File: config.mk
export PLATFORM = sky130hd
export DESIGN_NAME = fir_filter_direct_form
export DESIGN_NICKNAME = d
export VERILOG_FILES = /design/src/design/fir_fdf_pkg.sv /design/src/design/fir_filter_direct_form.sv /design/src/design/fir_fdf_coef_store.sv /design/src/design/fir_fdf_delay_store.sv /design/src/design/fir_fdf_mac.sv
export SDC_FILE = /design/constraint.sdc
export NUM_CORES = 2
export LEC_CHECK = 0
export BUFFER_PORTS_ARGS = -buffer_cell sky130_fd_sc_hd__buf_2
export CORE_ASPECT_RATIO = 1.5
export CORE_MARGIN = 2
export CORE_UTILIZATION = 40
export CTS_CLUSTER_SIZE = 12
export DETAILED_ROUTE_END_ITERATION = 10
export PLACE_DENSITY = 0.67
export SLEW_MARGIN = 20
export SYNTH_ARGS = -nofsm -noshare
export SYNTH_HDL_FRONTEND = slang
export SYNTH_SLANG_ARGS = --single-unit
File: constraint.sdc
create_clock -name aclk -period 7 [get_ports aclk]
set_input_delay 0.7 -clock aclk [delete_from_list [all_inputs] [get_ports aclk]]
set_output_delay 0.7 -clock aclk [all_outputs]
set_load 0.005 [all_outputs]
File: src/design/fir_fdf_pkg.sv
// Package for the direct-form FIR filter: widths, item codes, state codes and
// the control struct passed from the sequencer to the multiply-accumulate unit.
// No dependencies.
package fir_fdf_pkg;

    localparam int DEF_TAPS  = 100;
    localparam int IDX_W     = 7;
    localparam int SAMPLE_W  = 16;
    localparam int COEF_W    = 16;
    localparam int PROD_W    = SAMPLE_W + COEF_W;
    localparam int ACC_W     = 40;

    localparam logic CMD_COEF   = 1'b0;
    localparam logic CMD_SAMPLE = 1'b1;

    typedef enum logic [3:0] {
        ST_IDLE  = 4'b0001,
        ST_RUN   = 4'b0010,
        ST_DRAIN = 4'b0100,
        ST_HOLD  = 4'b1000
    } state_t;

    // One tap step entering the multiply-accumulate pipeline.
    typedef struct packed {
        logic valid;
        logic first;
        logic last;
    } mac_ctl_t;

endpackage

File: src/design/fir_filter_direct_form.sv
// Top level of the streaming direct-form FIR filter: sequencer, output register
// and the coefficient, delay-line and multiply-accumulate units.
// Depends on fir_fdf_pkg, fir_fdf_coef_store, fir_fdf_delay_store, fir_fdf_mac.
//
//   Channel | Direction | Handshake          | Payload
//   s_      | in        | s_valid / s_ready  | s_cmd, s_tap_index, s_coef_value, s_sample
//   m_      | out       | m_valid / m_ready  | m_filtered
//
// A coefficient item is written on acceptance and leaves the filter ready for the next
// item. A sample item has its result loaded into the output register once the tap pass
// has drained, and the next item is taken after that load. The pass is paced by the single
// multiply-accumulate stepping one tap per cycle through the two memories' read ports.
// Reset (aresetn low, synchronous) clears the valid bits and the fill count;
// there is no clearing pass. A result waiting on m_ready does not
// stop the next item from being accepted; a following result then holds in the
// accumulator until the output register frees up.
module fir_filter_direct_form
    import fir_fdf_pkg::*;
#(
    parameter int TAPS = DEF_TAPS
) (
    input  logic                       aclk,
    input  logic                       aresetn,
    input  logic                       s_valid,
    output logic                       s_ready,
    input  logic                       s_cmd,
    input  logic [IDX_W-1:0]           s_tap_index,
    input  logic signed [COEF_W-1:0]   s_coef_value,
    input  logic signed [SAMPLE_W-1:0] s_sample,
    output logic                       m_valid,
    input  logic                       m_ready,
    output logic signed [ACC_W-1:0]    m_filtered
);

    localparam int AW    = (TAPS > 1) ? $clog2(TAPS) : 1;
    localparam int CW    = $clog2(TAPS + 1);
    localparam int CMP_W = (CW > IDX_W) ? CW : IDX_W;

    state_t                     state_reg, state_next;
    logic [AW-1:0]              k_reg, k_next;
    logic                       m_valid_reg, m_valid_next;
    logic signed [ACC_W-1:0]    m_filtered_reg;

    logic                       accept;
    logic                       coef_wr;
    logic                       push;
    logic [CMP_W-1:0]           idx_ext;
    logic                       last_tap;
    logic                       out_free;
    logic                       out_load;
    mac_ctl_t                   issue;
    logic signed [COEF_W-1:0]   coef_rd;
    logic signed [SAMPLE_W-1:0] sample_rd;
    logic                       mac_done;
    logic signed [ACC_W-1:0]    mac_acc;

    // Items are taken only between sample computations, so a memory write
    // never overlaps a read pass of the same store.
    assign s_ready = (state_reg == ST_IDLE);
    assign accept  = s_valid && s_ready;

    // Coefficient positions beyond the tap count are dropped.
    assign idx_ext = CMP_W'(s_tap_index);
    assign coef_wr = accept && (s_cmd == CMD_COEF) && (idx_ext < CMP_W'(TAPS));
    assign push    = accept && (s_cmd == CMD_SAMPLE);

    assign last_tap = (k_reg == AW'(TAPS - 1));

    // Each RUN cycle reads coefficient k and the sample k steps old.
    assign issue.valid = (state_reg == ST_RUN);
    assign issue.first = (k_reg == '0);
    assign issue.last  = last_tap;

    assign out_free = !m_valid_reg || m_ready;

    always_comb begin
        state_next = state_reg;
        k_next     = k_reg;
        out_load   = 1'b0;
        unique case (state_reg)
            ST_IDLE: begin
                k_next = '0;
                if (push) begin
                    state_next = ST_RUN;
                end
            end
            ST_RUN: begin
                k_next = k_reg + 1'b1;
                if (last_tap) begin
                    state_next = ST_DRAIN;
                end
            end
            ST_DRAIN: begin
                // The final sum comes once the last tap issue passes the align, product and accumulator registers.
                if (mac_done) begin
                    if (out_free) begin
                        out_load   = 1'b1;
                        state_next = ST_IDLE;
                    end else begin
                        state_next = ST_HOLD;
                    end
                end
            end
            ST_HOLD: begin
                if (out_free) begin
                    out_load   = 1'b1;
                    state_next = ST_IDLE;
                end
            end
            default: begin
                state_next = ST_IDLE;
            end
        endcase
    end

    always_comb begin
        if (out_load) begin
            m_valid_next = 1'b1;
        end else if (m_ready) begin
            m_valid_next = 1'b0;
        end else begin
            m_valid_next = m_valid_reg;
        end
    end

    always_ff @(posedge aclk) begin
        if (!aresetn) begin
            state_reg   <= ST_IDLE;
            k_reg       <= '0;
            m_valid_reg <= 1'b0;
        end else begin
            state_reg   <= state_next;
            k_reg       <= k_next;
            m_valid_reg <= m_valid_next;
        end
    end

    always_ff @(posedge aclk) begin
        if (out_load) begin
            m_filtered_reg <= mac_acc;
        end
    end

    assign m_valid    = m_valid_reg;
    assign m_filtered = m_filtered_reg;

    fir_fdf_coef_store #(
        .TAPS (TAPS)
    ) u_coef (
        .aclk    (aclk),
        .aresetn (aresetn),
        .wr_en   (coef_wr),
        .wr_addr (idx_ext[AW-1:0]),
        .wr_data (s_coef_value),
        .rd_addr (k_reg),
        .rd_data (coef_rd)
    );

    fir_fdf_delay_store #(
        .TAPS (TAPS)
    ) u_delay (
        .aclk        (aclk),
        .aresetn     (aresetn),
        .push        (push),
        .push_sample (s_sample),
        .rd_age      (k_reg),
        .rd_data     (sample_rd)
    );

    fir_fdf_mac u_mac (
        .aclk    (aclk),
        .aresetn (aresetn),
        .issue   (issue),
        .coef    (coef_rd),
        .sample  (sample_rd),
        .done    (mac_done),
        .acc     (mac_acc)
    );

    // The accumulator finishes only while the sequencer waits for it.
    a_done_in_drain: assert property (@(posedge aclk) disable iff (!aresetn)
        mac_done |-> (state_reg == ST_DRAIN))
        else $error("sum finished outside the drain state");

    // A new result never overwrites one that has not been taken.
    a_load_when_free: assert property (@(posedge aclk) disable iff (!aresetn)
        out_load |-> (!m_valid_reg || m_ready))
        else $error("output register overwritten");

    // A sample item starts the tap pass from tap zero.
    a_push_starts_run: assert property (@(posedge aclk) disable iff (!aresetn)
        push |=> (state_reg == ST_RUN) && (k_reg == '0))
        else $error("sample item did not start a tap pass");

endmodule

File: src/design/fir_fdf_coef_store.sv
// Coefficient memory of the FIR filter with per-entry valid bits.
// Unwritten entries read as zero. Depends on fir_fdf_pkg.
module fir_fdf_coef_store
    import fir_fdf_pkg::*;
#(
    parameter int TAPS = DEF_TAPS,
    localparam int AW  = (TAPS > 1) ? $clog2(TAPS) : 1
) (
    input  logic                     aclk,
    input  logic                     aresetn,
    input  logic                     wr_en,
    input  logic [AW-1:0]            wr_addr,
    input  logic signed [COEF_W-1:0] wr_data,
    input  logic [AW-1:0]            rd_addr,
    output logic signed [COEF_W-1:0] rd_data
);

    logic [COEF_W-1:0] mem [TAPS];
    logic [TAPS-1:0]   valid_reg;
    logic [COEF_W-1:0] data_reg;
    logic              ok_reg;

    always_ff @(posedge aclk) begin
        if (wr_en) begin
            mem[wr_addr] <= wr_data;
        end
        data_reg <= mem[rd_addr];
    end

    always_ff @(posedge aclk) begin
        if (!aresetn) begin
            valid_reg <= '0;
            ok_reg    <= 1'b0;
        end else begin
            if (wr_en) begin
                valid_reg[wr_addr] <= 1'b1;
            end
            ok_reg <= valid_reg[rd_addr];
        end
    end

    assign rd_data = ok_reg ? $signed(data_reg) : '0;

endmodule

File: src/design/fir_fdf_delay_store.sv
// Delay line of the FIR filter held as a circular buffer in one memory.
// A fill count masks entries older than the samples pushed since reset.
// Depends on fir_fdf_pkg.
module fir_fdf_delay_store
    import fir_fdf_pkg::*;
#(
    parameter int TAPS = DEF_TAPS,
    localparam int AW  = (TAPS > 1) ? $clog2(TAPS) : 1,
    localparam int CW  = $clog2(TAPS + 1)
) (
    input  logic                       aclk,
    input  logic                       aresetn,
    input  logic                       push,
    input  logic signed [SAMPLE_W-1:0] push_sample,
    input  logic [AW-1:0]              rd_age,
    output logic signed [SAMPLE_W-1:0] rd_data
);

    logic [SAMPLE_W-1:0] mem [TAPS];
    logic [AW-1:0]       newest_reg, newest_next;
    logic [CW-1:0]       fill_reg, fill_next;
    logic [SAMPLE_W-1:0] data_reg;
    logic                ok_reg;
    logic [AW:0]         diff;
    logic [AW:0]         wrapped;
    logic [AW-1:0]       rd_addr;

    assign newest_next = (newest_reg == AW'(TAPS - 1)) ? '0 : newest_reg + 1'b1;
    assign fill_next   = (fill_reg == CW'(TAPS)) ? fill_reg : fill_reg + 1'b1;

    // Address of the sample rd_age steps older than the newest one.
    assign diff    = {1'b0, newest_reg} - {1'b0, rd_age};
    assign wrapped = diff + (AW+1)'(TAPS);
    assign rd_addr = diff[AW] ? wrapped[AW-1:0] : diff[AW-1:0];

    always_ff @(posedge aclk) begin
        if (push) begin
            mem[newest_next] <= push_sample;
        end
        data_reg <= mem[rd_addr];
    end

    always_ff @(posedge aclk) begin
        if (!aresetn) begin
            newest_reg <= AW'(TAPS - 1);
            fill_reg   <= '0;
            ok_reg     <= 1'b0;
        end else begin
            if (push) begin
                newest_reg <= newest_next;
                fill_reg   <= fill_next;
            end
            ok_reg <= (CW'(rd_age) < fill_reg);
        end
    end

    assign rd_data = ok_reg ? $signed(data_reg) : '0;

endmodule

File: src/design/fir_fdf_mac.sv
// Shared multiply-accumulate pipeline of the FIR filter: memory-read align,
// product register, accumulator. Depends on fir_fdf_pkg.
module fir_fdf_mac
    import fir_fdf_pkg::*;
(
    input  logic                       aclk,
    input  logic                       aresetn,
    input  mac_ctl_t                   issue,
    input  logic signed [COEF_W-1:0]   coef,
    input  logic signed [SAMPLE_W-1:0] sample,
    output logic                       done,
    output logic signed [ACC_W-1:0]    acc
);

    mac_ctl_t                  ctl1_reg, ctl2_reg;
    logic signed [PROD_W-1:0]  prod_reg;
    logic signed [ACC_W-1:0]   acc_reg, acc_next;
    logic                      done_reg;

    // The first product of a sample loads the accumulator instead of adding.
    assign acc_next = ctl2_reg.first ? ACC_W'(prod_reg) : acc_reg + ACC_W'(prod_reg);

    always_ff @(posedge aclk) begin
        if (!aresetn) begin
            ctl1_reg <= '0;
            ctl2_reg <= '0;
            done_reg <= 1'b0;
        end else begin
            ctl1_reg <= issue;
            ctl2_reg <= ctl1_reg;
            done_reg <= ctl2_reg.valid && ctl2_reg.last;
        end
    end

    always_ff @(posedge aclk) begin
        prod_reg <= coef * sample;
        if (ctl2_reg.valid) begin
            acc_reg <= acc_next;
        end
    end

    assign done = done_reg;
    assign acc  = acc_reg;

endmodule
Yosys cells after proc, flatten, opt, wreduce, memory -nomap -nowiden
Memories as Yosys holds them, arrays and structs flattened. A register that Yosys moved wholly into a read port is not among the register bits.
Cells that the tools add are included.
W data, S select, Z words.
{"block": "totals", "register_bits": 247, "latchBits": 0, "ramBits": 3200, "mem_bits_ro": 0, "in_bits": 44, "output_inout_bits": 42, "wordCells": 84, "n_memories": 2}
{"block": "classes", "addsub": 6, "mul": 1, "n_div": 0, "magnitude_cmp": 5, "n_eq_ne": 11, "shifts": 0, "mux": 25, "n_bitwise": 3, "reduce_logical": 13}
{"name": "u_coef.mem", "words": 100, "word_bits": 16, "rd": 1, "rd_clocked_by_memory_dff": 1, "wr": 1, "line_no": "fir_fdf_coef_store.sv:18", "rtl": "logic [COEF_W-1:0] mem [TAPS];"}
{"name": "u_delay.mem", "words": 100, "word_bits": 16, "rd": 1, "rd_clocked_by_memory_dff": 1, "wr": 1, "line_no": "fir_fdf_delay_store.sv:19", "rtl": "logic [SAMPLE_W-1:0] mem [TAPS];"}
{"cell": "$or A100 B100 Y100", "n": 1}
{"cell": "$add A40 B32 Y40", "n": 1}
{"cell": "$mux W40", "n": 1}
{"cell": "$mul A16 B16 Y32", "n": 1}
{"cell": "$mux W16", "n": 2}
{"cell": "$add A7 B1 Y7 const B", "n": 3}
{"cell": "$eq A7 B7 Y1 const B", "n": 3}
{"cell": "$mux W4", "n": 5}
{"cell": "$lt A7 B8 Y1 const B", "n": 2}
{"cell": "$pmux W4 S4", "n": 1}
{"cell": "$mux W7", "n": 2}
{"cell": "$pmux W7 S2", "n": 1}
{"cell": "$mux W1", "n": 10}
{"cell": "$sub A7 B7 Y8", "n": 1}
{"cell": "$add A7 B7 Y7 const B", "n": 1}
{"cell": "$bmux W1 S7", "n": 1}
{"cell": "$demux W1 S7", "n": 1}
{"cell": "$ge A7 B1 Y1 const B", "n": 1}
{"cell": "$logic_not A7 Y1", "n": 1}
{"cell": "$lt A7 B7 Y1", "n": 1}
{"cell": "$lt A7 B7 Y1 const B", "n": 1}
{"cell": "$logic_and A1 B1 Y1", "n": 6}
{"cell": "$eq A4 B1 Y1 const B", "n": 1}
{"cell": "$eq A4 B2 Y1 const B", "n": 1}
{"cell": "other kinds (11)", "n": 15}

Longest topological paths before layout
{"block": "logic_depth", "ltp_word": 6, "depth_mapped": 27, "mapped_depth_nobuf": 24}

Modules after synthesis
A second synthesis with hierarchy kept.
{"block": "hier_totals", "hier_cells": 8016, "area_unflattened_um2": 145681.0}
{"module": "fir_fdf_coef_store", "n_inst": 1, "cells_each": 3250, "area_per_inst_um2": 65945.7, "seq_area_each_um2": 50388.3}
{"module": "fir_fdf_delay_store", "n_inst": 1, "cells_each": 3111, "area_per_inst_um2": 63542.2, "seq_area_each_um2": 48666.7}
{"module": "fir_fdf_mac", "n_inst": 1, "cells_each": 1534, "area_per_inst_um2": 14313.7, "seq_area_each_um2": 1981.9}
{"module": "fir_filter_direct_form", "n_inst": 1, "cells_each": 121, "area_per_inst_um2": 1879.3, "seq_area_each_um2": 1441.4}

Least setup slack after synthesis
No wires, ideal clock.
{"block": "synth_path", "path_kind": "reg2reg", "startpoint": "register u_delay.ok_reg", "endpoint": "register u_mac.prod_reg[28]", "setup_ns": 0.072, "arrival_time_ns": 6.396, "t_required_ns": 6.928, "slack_ns": 0.532, "stages_incl_launch_ff": 25, "path_buffers": 3, "synth_period_minus_slack_ns": 6.468, "path_cell_list": "dfxtp_1 clkbuf_1 clkbuf_1 and2_1 clkbuf_1 nand2_1 fa_1 inv_1 fa_1 fa_1 inv_1 fa_1 fa_1 fa_1 inv_1 ha_1 nor2_1 o21ai_1 a2111oi_0 a2111oi_0 o31a_1 o41a_1 a21o_1 a21oi_1 xnor2_1"}
{"block": "synth_via", "elab_chain_len": 2}
{"item": "from (decl)", "line_no": "fir_fdf_delay_store.sv:23", "rtl": "logic ok_reg;"}
{"item": "from (signal assigned)", "line_no": "fir_fdf_delay_store.sv:53", "rtl": "ok_reg <= (CW'(rd_age) < fill_reg);"}
{"item": "$mux W16", "line_no": "fir_fdf_delay_store.sv:57", "rtl": "assign rd_data = ok_reg ? $signed(data_reg) : '0;"}
{"item": "$mul A16 B16 Y32", "line_no": "fir_fdf_mac.sv:36", "rtl": "prod_reg <= coef * sample;"}
{"item": "to (signal assigned)", "line_no": "fir_fdf_mac.sv:36"}
{"item": "to (decl)", "line_no": "fir_fdf_mac.sv:16", "rtl": "logic signed [PROD_W-1:0] prod_reg;"}
Every way passes these cells.
A chain may end at the register's enable or synchronous reset.

Final worst setup path
{"block": "layout_path", "startpoint": "register u_coef.ok_reg", "endpoint": "register u_mac.prod_reg[28]"}
{"block": "layout_via", "elab_chain_len": 2}
{"item": "from (decl)", "line_no": "fir_fdf_coef_store.sv:21", "rtl": "logic ok_reg;"}
{"item": "from (signal assigned)", "line_no": "fir_fdf_coef_store.sv:38", "rtl": "ok_reg <= valid_reg[rd_addr];"}
{"item": "$mux W16", "line_no": "fir_fdf_coef_store.sv:42", "rtl": "assign rd_data = ok_reg ? $signed(data_reg) : '0;"}
{"item": "$mul A16 B16 Y32", "line_no": "fir_fdf_mac.sv:36"}
Every way passes these cells.

==> metrics.txt <==
# TYPE chip_impl_metric gauge
chip_impl_metric{name="post-route-drc-count",unit=""} 0
chip_impl_metric{name="top_level_ports",unit=""} 86
chip_impl_info{name="final_common_cell",value="sky130_fd_sc_hd__edfxtp_1"} 1
chip_impl_metric{name="viasPerCell",unit=""} 5.57
chip_impl_metric{name="synth_enable_flop_cells",unit=""} 3280
chip_impl_metric{name="final_period_minus_worst_setup_slack",unit="ns"} 6.66
chip_impl_metric{name="post-dp-hpwl",unit="microns"} 222000
chip_impl_info{name="critPathMostFrequentCell",value="sky130_fd_sc_hd__fa_1"} 1
chip_impl_info{name="cp-start-kind",value="flop"} 1
chip_impl_metric{name="cts_setup_buffers",unit=""} 0
chip_impl_metric{name="cts.clk_slew.worst_paths",unit="ns"} 0.06
chip_impl_metric{name="fin_area",unit="sq um"} 163000
chip_impl_metric{name="die-area",unit="sq um"} 366000
chip_impl_metric{name="clock_path_buffers",unit=""} 4
chip_impl_metric{name="tightestPinTransition",unit="ns"} 1.10
chip_impl_metric{name="path_max_fanout",unit=""} 13
chip_impl_metric{name="int_pwr",unit="mW"} 33.1
chip_impl_metric{name="synth_warnings",unit=""} 0
chip_impl_metric{name="power.combinational.fraction",unit="%"} 6.7
chip_impl_metric{name="rows",unit=""} 270
chip_impl_info{name="ys_dominant_reg_cell",value="sky130_fd_sc_hd__edfxtp_1"} 1
chip_impl_metric{name="numClockSinks",unit=""} 3479
chip_impl_info{name="worst_hold_path_type",value="primary input to flop"} 1
chip_impl_metric{name="post-route-worst-setup-slack",unit="ns"} 0.339
chip_impl_info{name="layout_common_cells",value="sky130_fd_sc_hd__edfxtp_1, sky130_fd_sc_hd__mux4_2, sky130_fd_sc_hd__nand2_1"} 1
chip_impl_metric{name="drtAntennaViolNets",unit=""} 0
chip_impl_metric{name="finalSetupViolations",unit=""} 0
chip_impl_metric{name="detailroute.via_count",unit=""} 71486
chip_impl_metric{name="starting_density",unit="%"} 40.1
chip_impl_metric{name="timing.final.hold_violations",unit=""} 0
chip_impl_metric{name="drv_slew",unit=""} 0
chip_impl_metric{name="seqPwrFrac",unit="%"} 53.9
chip_impl_metric{name="slew_headroom",unit="%"} 26.5
chip_impl_metric{name="max_freq",unit="MHz"} 150
chip_impl_info{name="cp_slowest_cell",value="sky130_fd_sc_hd__fa_1"} 1
chip_impl_info{name="crit_chain",value="buf_4, and2_1, nand2_1, fa_1, fa_1, fa_1, inv_1, fa_1, fa_1, inv_1, fa_1, inv_1, ha_1, o21ai_0, o21ai_1, a2111oi_1, a2111oi_1, o31a_1, o41a_1, a21o_1, a21oi_1, xnor2_1"} 1
chip_impl_metric{name="fin_nets",unit=""} 8304
chip_impl_metric{name="switching_share_of_total_power",unit="%"} 22.2
chip_impl_metric{name="antenna_found_initial",unit=""} 19
chip_impl_metric{name="routedWlPerCell",unit="microns"} 27.3
chip_impl_metric{name="gp_routability_congestion",unit=""} 0.881
chip_impl_metric{name="async_flop_share",unit="%"} 0
chip_impl_metric{name="power_switching",unit="mW"} 9.47
chip_impl_metric{name="grt_max_degree",unit=""} 121
chip_impl_metric{name="total_core_area",unit="sq um"} 360000
chip_impl_metric{name="synthesis.nets",unit=""} 7854
chip_impl_metric{name="syn-instance-count",unit=""} 7406
chip_impl_info{name="worst_setup_path_end_kind",value="flop"} 1
chip_impl_metric{name="crit_path_max_incr_delay",unit="ns"} 0.57
chip_impl_metric{name="htree_num_levels",unit=""} 5
chip_impl_metric{name="leakagePower",unit="nW"} 52.0
chip_impl_metric{name="grt_first_pass_wirelength",unit="microns"} 512000
chip_impl_metric{name="peakVddDrop",unit="mV"} 0.197
chip_impl_metric{name="design_power",unit="mW"} 42.6
chip_impl_metric{name="fin_worst_skew",unit="ns"} 0.0686
chip_impl_metric{name="worst-endpoint-required",unit="ns"} 7.81
chip_impl_metric{name="synth_cell_types",unit=""} 90
chip_impl_metric{name="worstPathBufferInverterCount",unit=""} 4
chip_impl_info{name="path_delay_family",value="adder cells"} 1
chip_impl_metric{name="wirelength",unit="microns"} 351000
chip_impl_metric{name="syn_to_final_growth",unit="%"} 12.5
chip_impl_metric{name="hold_ws",unit="ns"} 0.181
chip_impl_info{name="run_status",value="finished clean"} 1
chip_impl_info{name="post-synth-top-area-cell",value="sky130_fd_sc_hd__edfxtp_1"} 1
chip_impl_metric{name="clk_latency",unit="ns"} 0.90
chip_impl_metric{name="cap_viol_max_count",unit=""} 0
chip_impl_metric{name="setup_tns",unit="ns"} 0
chip_impl_metric{name="fillers",unit=""} 30276
chip_impl_metric{name="die_width",unit="microns"} 495
chip_impl_info{name="tritoncts_clock_tree",value="built"} 1
chip_impl_metric{name="final.period_utilization",unit="%"} 95.2
chip_impl_info{name="path_class",value="flop to flop"} 1
chip_impl_metric{name="critical_path_arrival",unit="ns"} 7.47
chip_impl_metric{name="cts_buffers",unit=""} 340
chip_impl_info{name="cts_root_buf",value="sky130_fd_sc_hd__clkbuf_16"} 1
chip_impl_metric{name="detailedRoute.firstPassIterationCount",unit=""} 6
chip_impl_metric{name="synthesis.area",unit="sq um"} 145000
chip_impl_metric{name="fp.dieH",unit="microns"} 740
chip_impl_metric{name="post_synth.cell_area_avg",unit="sq um"} 19.5
chip_impl_metric{name="synth_top_cell_area_share",unit="%"} 68.1
chip_impl_metric{name="placed_cell_area",unit="sq um"} 153000
chip_impl_metric{name="pwr_density_cell",unit="nW/um^2"} 262
chip_impl_metric{name="overflow",unit=""} 0
chip_impl_metric{name="drt_iter0_drc",unit=""} 6787
chip_impl_metric{name="share_of_the_yosys_chip_area_belonging_to_registers",unit="%"} 70.9
chip_impl_metric{name="track_usage",unit="%"} 18.9
chip_impl_metric{name="drive_above_1_share",unit="%"} 23.2
chip_impl_metric{name="grt_pass1_vias",unit=""} 74995
chip_impl_metric{name="synth.ff_latch_count",unit=""} 3479
chip_impl_info{name="netlist_top_cells_area",value="sky130_fd_sc_hd__edfxtp_1, sky130_fd_sc_hd__mux4_2, sky130_fd_sc_hd__fa_1"} 1
chip_impl_info{name="rsz0062_at_grt",value="true"} 1
chip_impl_metric{name="clkPwrFrac",unit="%"} 39.4
chip_impl_metric{name="port_buffers",unit=""} 85
chip_impl_metric{name="pre_cts_ws",unit="ns"} -0.0228
==> cell usage after synthesis (10+ instances only) <==
cell	count
sky130_fd_sc_hd__a32oi_1	31
sky130_fd_sc_hd__mux2_2	25
sky130_fd_sc_hd__nand2_1	427
sky130_fd_sc_hd__nor3_1	24
sky130_fd_sc_hd__clkbuf_1	211
sky130_fd_sc_hd__nand3_1	74
sky130_fd_sc_hd__a21o_1	39
sky130_fd_sc_hd__nand2b_1	10
sky130_fd_sc_hd__and2_1	44
sky130_fd_sc_hd__mux2i_1	156
sky130_fd_sc_hd__and3_1	13
sky130_fd_sc_hd__o211ai_1	15
sky130_fd_sc_hd__o21ai_1	11
sky130_fd_sc_hd__nor2_1	408
sky130_fd_sc_hd__edfxtp_1	3280
sky130_fd_sc_hd__a31oi_1	11
sky130_fd_sc_hd__dfxtp_1	199
sky130_fd_sc_hd__a22oi_1	20
sky130_fd_sc_hd__xnor2_1	54
sky130_fd_sc_hd__xor2_1	30
sky130_fd_sc_hd__a211oi_1	12
sky130_fd_sc_hd__fa_1	264
sky130_fd_sc_hd__buf_2	114
sky130_fd_sc_hd__a21oi_1	70
sky130_fd_sc_hd__nor2b_1	33
sky130_fd_sc_hd__mux4_2	942
sky130_fd_sc_hd__nand4_1	35
sky130_fd_sc_hd__a311oi_1	16
sky130_fd_sc_hd__o21a_1	120
sky130_fd_sc_hd__inv_1	317
sky130_fd_sc_hd__o21ai_0	73
sky130_fd_sc_hd__buf_1	30
sky130_fd_sc_hd__ha_1	140
==> timing repair <==
item                                    in CTS  in global routing
endpoints found under the setup margin       0                  8
hold endpoints to repair                     0                  0
resized for setup                            0                 12
hold buffers                                 0                  0
==> layout make-up <==
| cell class | instances | area (sq um) | share of cell area [%] |
|---|---|---|---|
| inverters | 322 | 1210 | 0.746 |
| diodes | 10 | 25.0 | 0.0154 |
| multi-input cells | 3237 | 39400 | 24.2 |
| repair buffers | 476 | 3750 | 2.31 |
| well taps | 4760 | 5960 | 3.66 |
| flip-flops and latches | 3479 | 102000 | 63.0 |
| clock buffers | 510 | 9340 | 5.75 |
| clock inverters | 31 | 419 | 0.258 |
==> worst register-to-register path: stages (launching register included) <==
cell	delay, ns
sky130_fd_sc_hd__dfxtp_2	0.47
sky130_fd_sc_hd__buf_4	0.20
sky130_fd_sc_hd__and2_1	0.20
sky130_fd_sc_hd__nand2_1	0.10
sky130_fd_sc_hd__fa_1	0.57
sky130_fd_sc_hd__fa_1	0.57
sky130_fd_sc_hd__fa_1	0.54
sky130_fd_sc_hd__inv_1	0.06
sky130_fd_sc_hd__fa_1	0.49
sky130_fd_sc_hd__fa_1	0.49
sky130_fd_sc_hd__inv_1	0.05
sky130_fd_sc_hd__fa_1	0.47
sky130_fd_sc_hd__inv_1	0.04
sky130_fd_sc_hd__ha_1	0.35
sky130_fd_sc_hd__o21ai_0	0.11
sky130_fd_sc_hd__o21ai_1	0.12
sky130_fd_sc_hd__a2111oi_1	0.38
sky130_fd_sc_hd__a2111oi_1	0.19
sky130_fd_sc_hd__o31a_1	0.35
sky130_fd_sc_hd__o41a_1	0.36
sky130_fd_sc_hd__a21o_1	0.19
sky130_fd_sc_hd__a21oi_1	0.18
sky130_fd_sc_hd__xnor2_1	0.13
==> routing by layer <==
metal / wire (microns) / track usage (%) / share of wire, % / up-vias
met1: 130000 / 22.9 / 37 / 38112
li1: - / - / - / 30301
met4: 15000 / 7.56 / 4.3 / 8
met3: 19400 / 2.51 / 5.5 / 626
met2: 186000 / 34.0 / 53 / 2439
met5: 51 / 0 / 0.015 / -
==> per-stage QoR <==
stage | cells | util, %
2_1_floorplan | 7406 | -
3_3_place_gp | 12270 | 42.4
3_5_place_dp | 12270 | 42.4
4_1_cts | 12811 | 45.1
5_1_grt | 12817 | 45.1
6_report | 12825 | 45.2
==> kinds of logic after synthesis <==
logic type / share of synthesized area, %
buffers and inverters: 1.94
adder cells (fa/ha/maj): 4.87
AO/OA/AOI/OAI: 2.52
flip-flops: 70.9
AND/OR/NAND/NOR: 3.30
XOR/XNOR: 0.531
multiplexers: 16.0
==> power by group through the flow <==
stage	sequential [mW]	clock [mW]	combinational, mW
after floorplan	23.3	0	1.49
final	22.9	16.8	2.85
after global placement	23.4	0	2.81
after CTS	22.9	17.1	2.86
after global routing	22.9	17.8	2.98
after detailed placement	23.4	0	2.85
==> final timing paths <==
check                     from                  to  slack, ns  depth (start not counted)
min            s_coef_value[1]   u_coef.mem[28][1]       0.18                          1
max reg2reg      u_coef.ok_reg  u_mac.prod_reg[28]       0.34                         22
min reg2reg  u_mac.ctl1_reg[0]   u_mac.ctl2_reg[0]       0.43                          1
max              u_coef.ok_reg  u_mac.prod_reg[28]       0.34                         22
No activity file was read; power rests on OpenSTA's default activity.
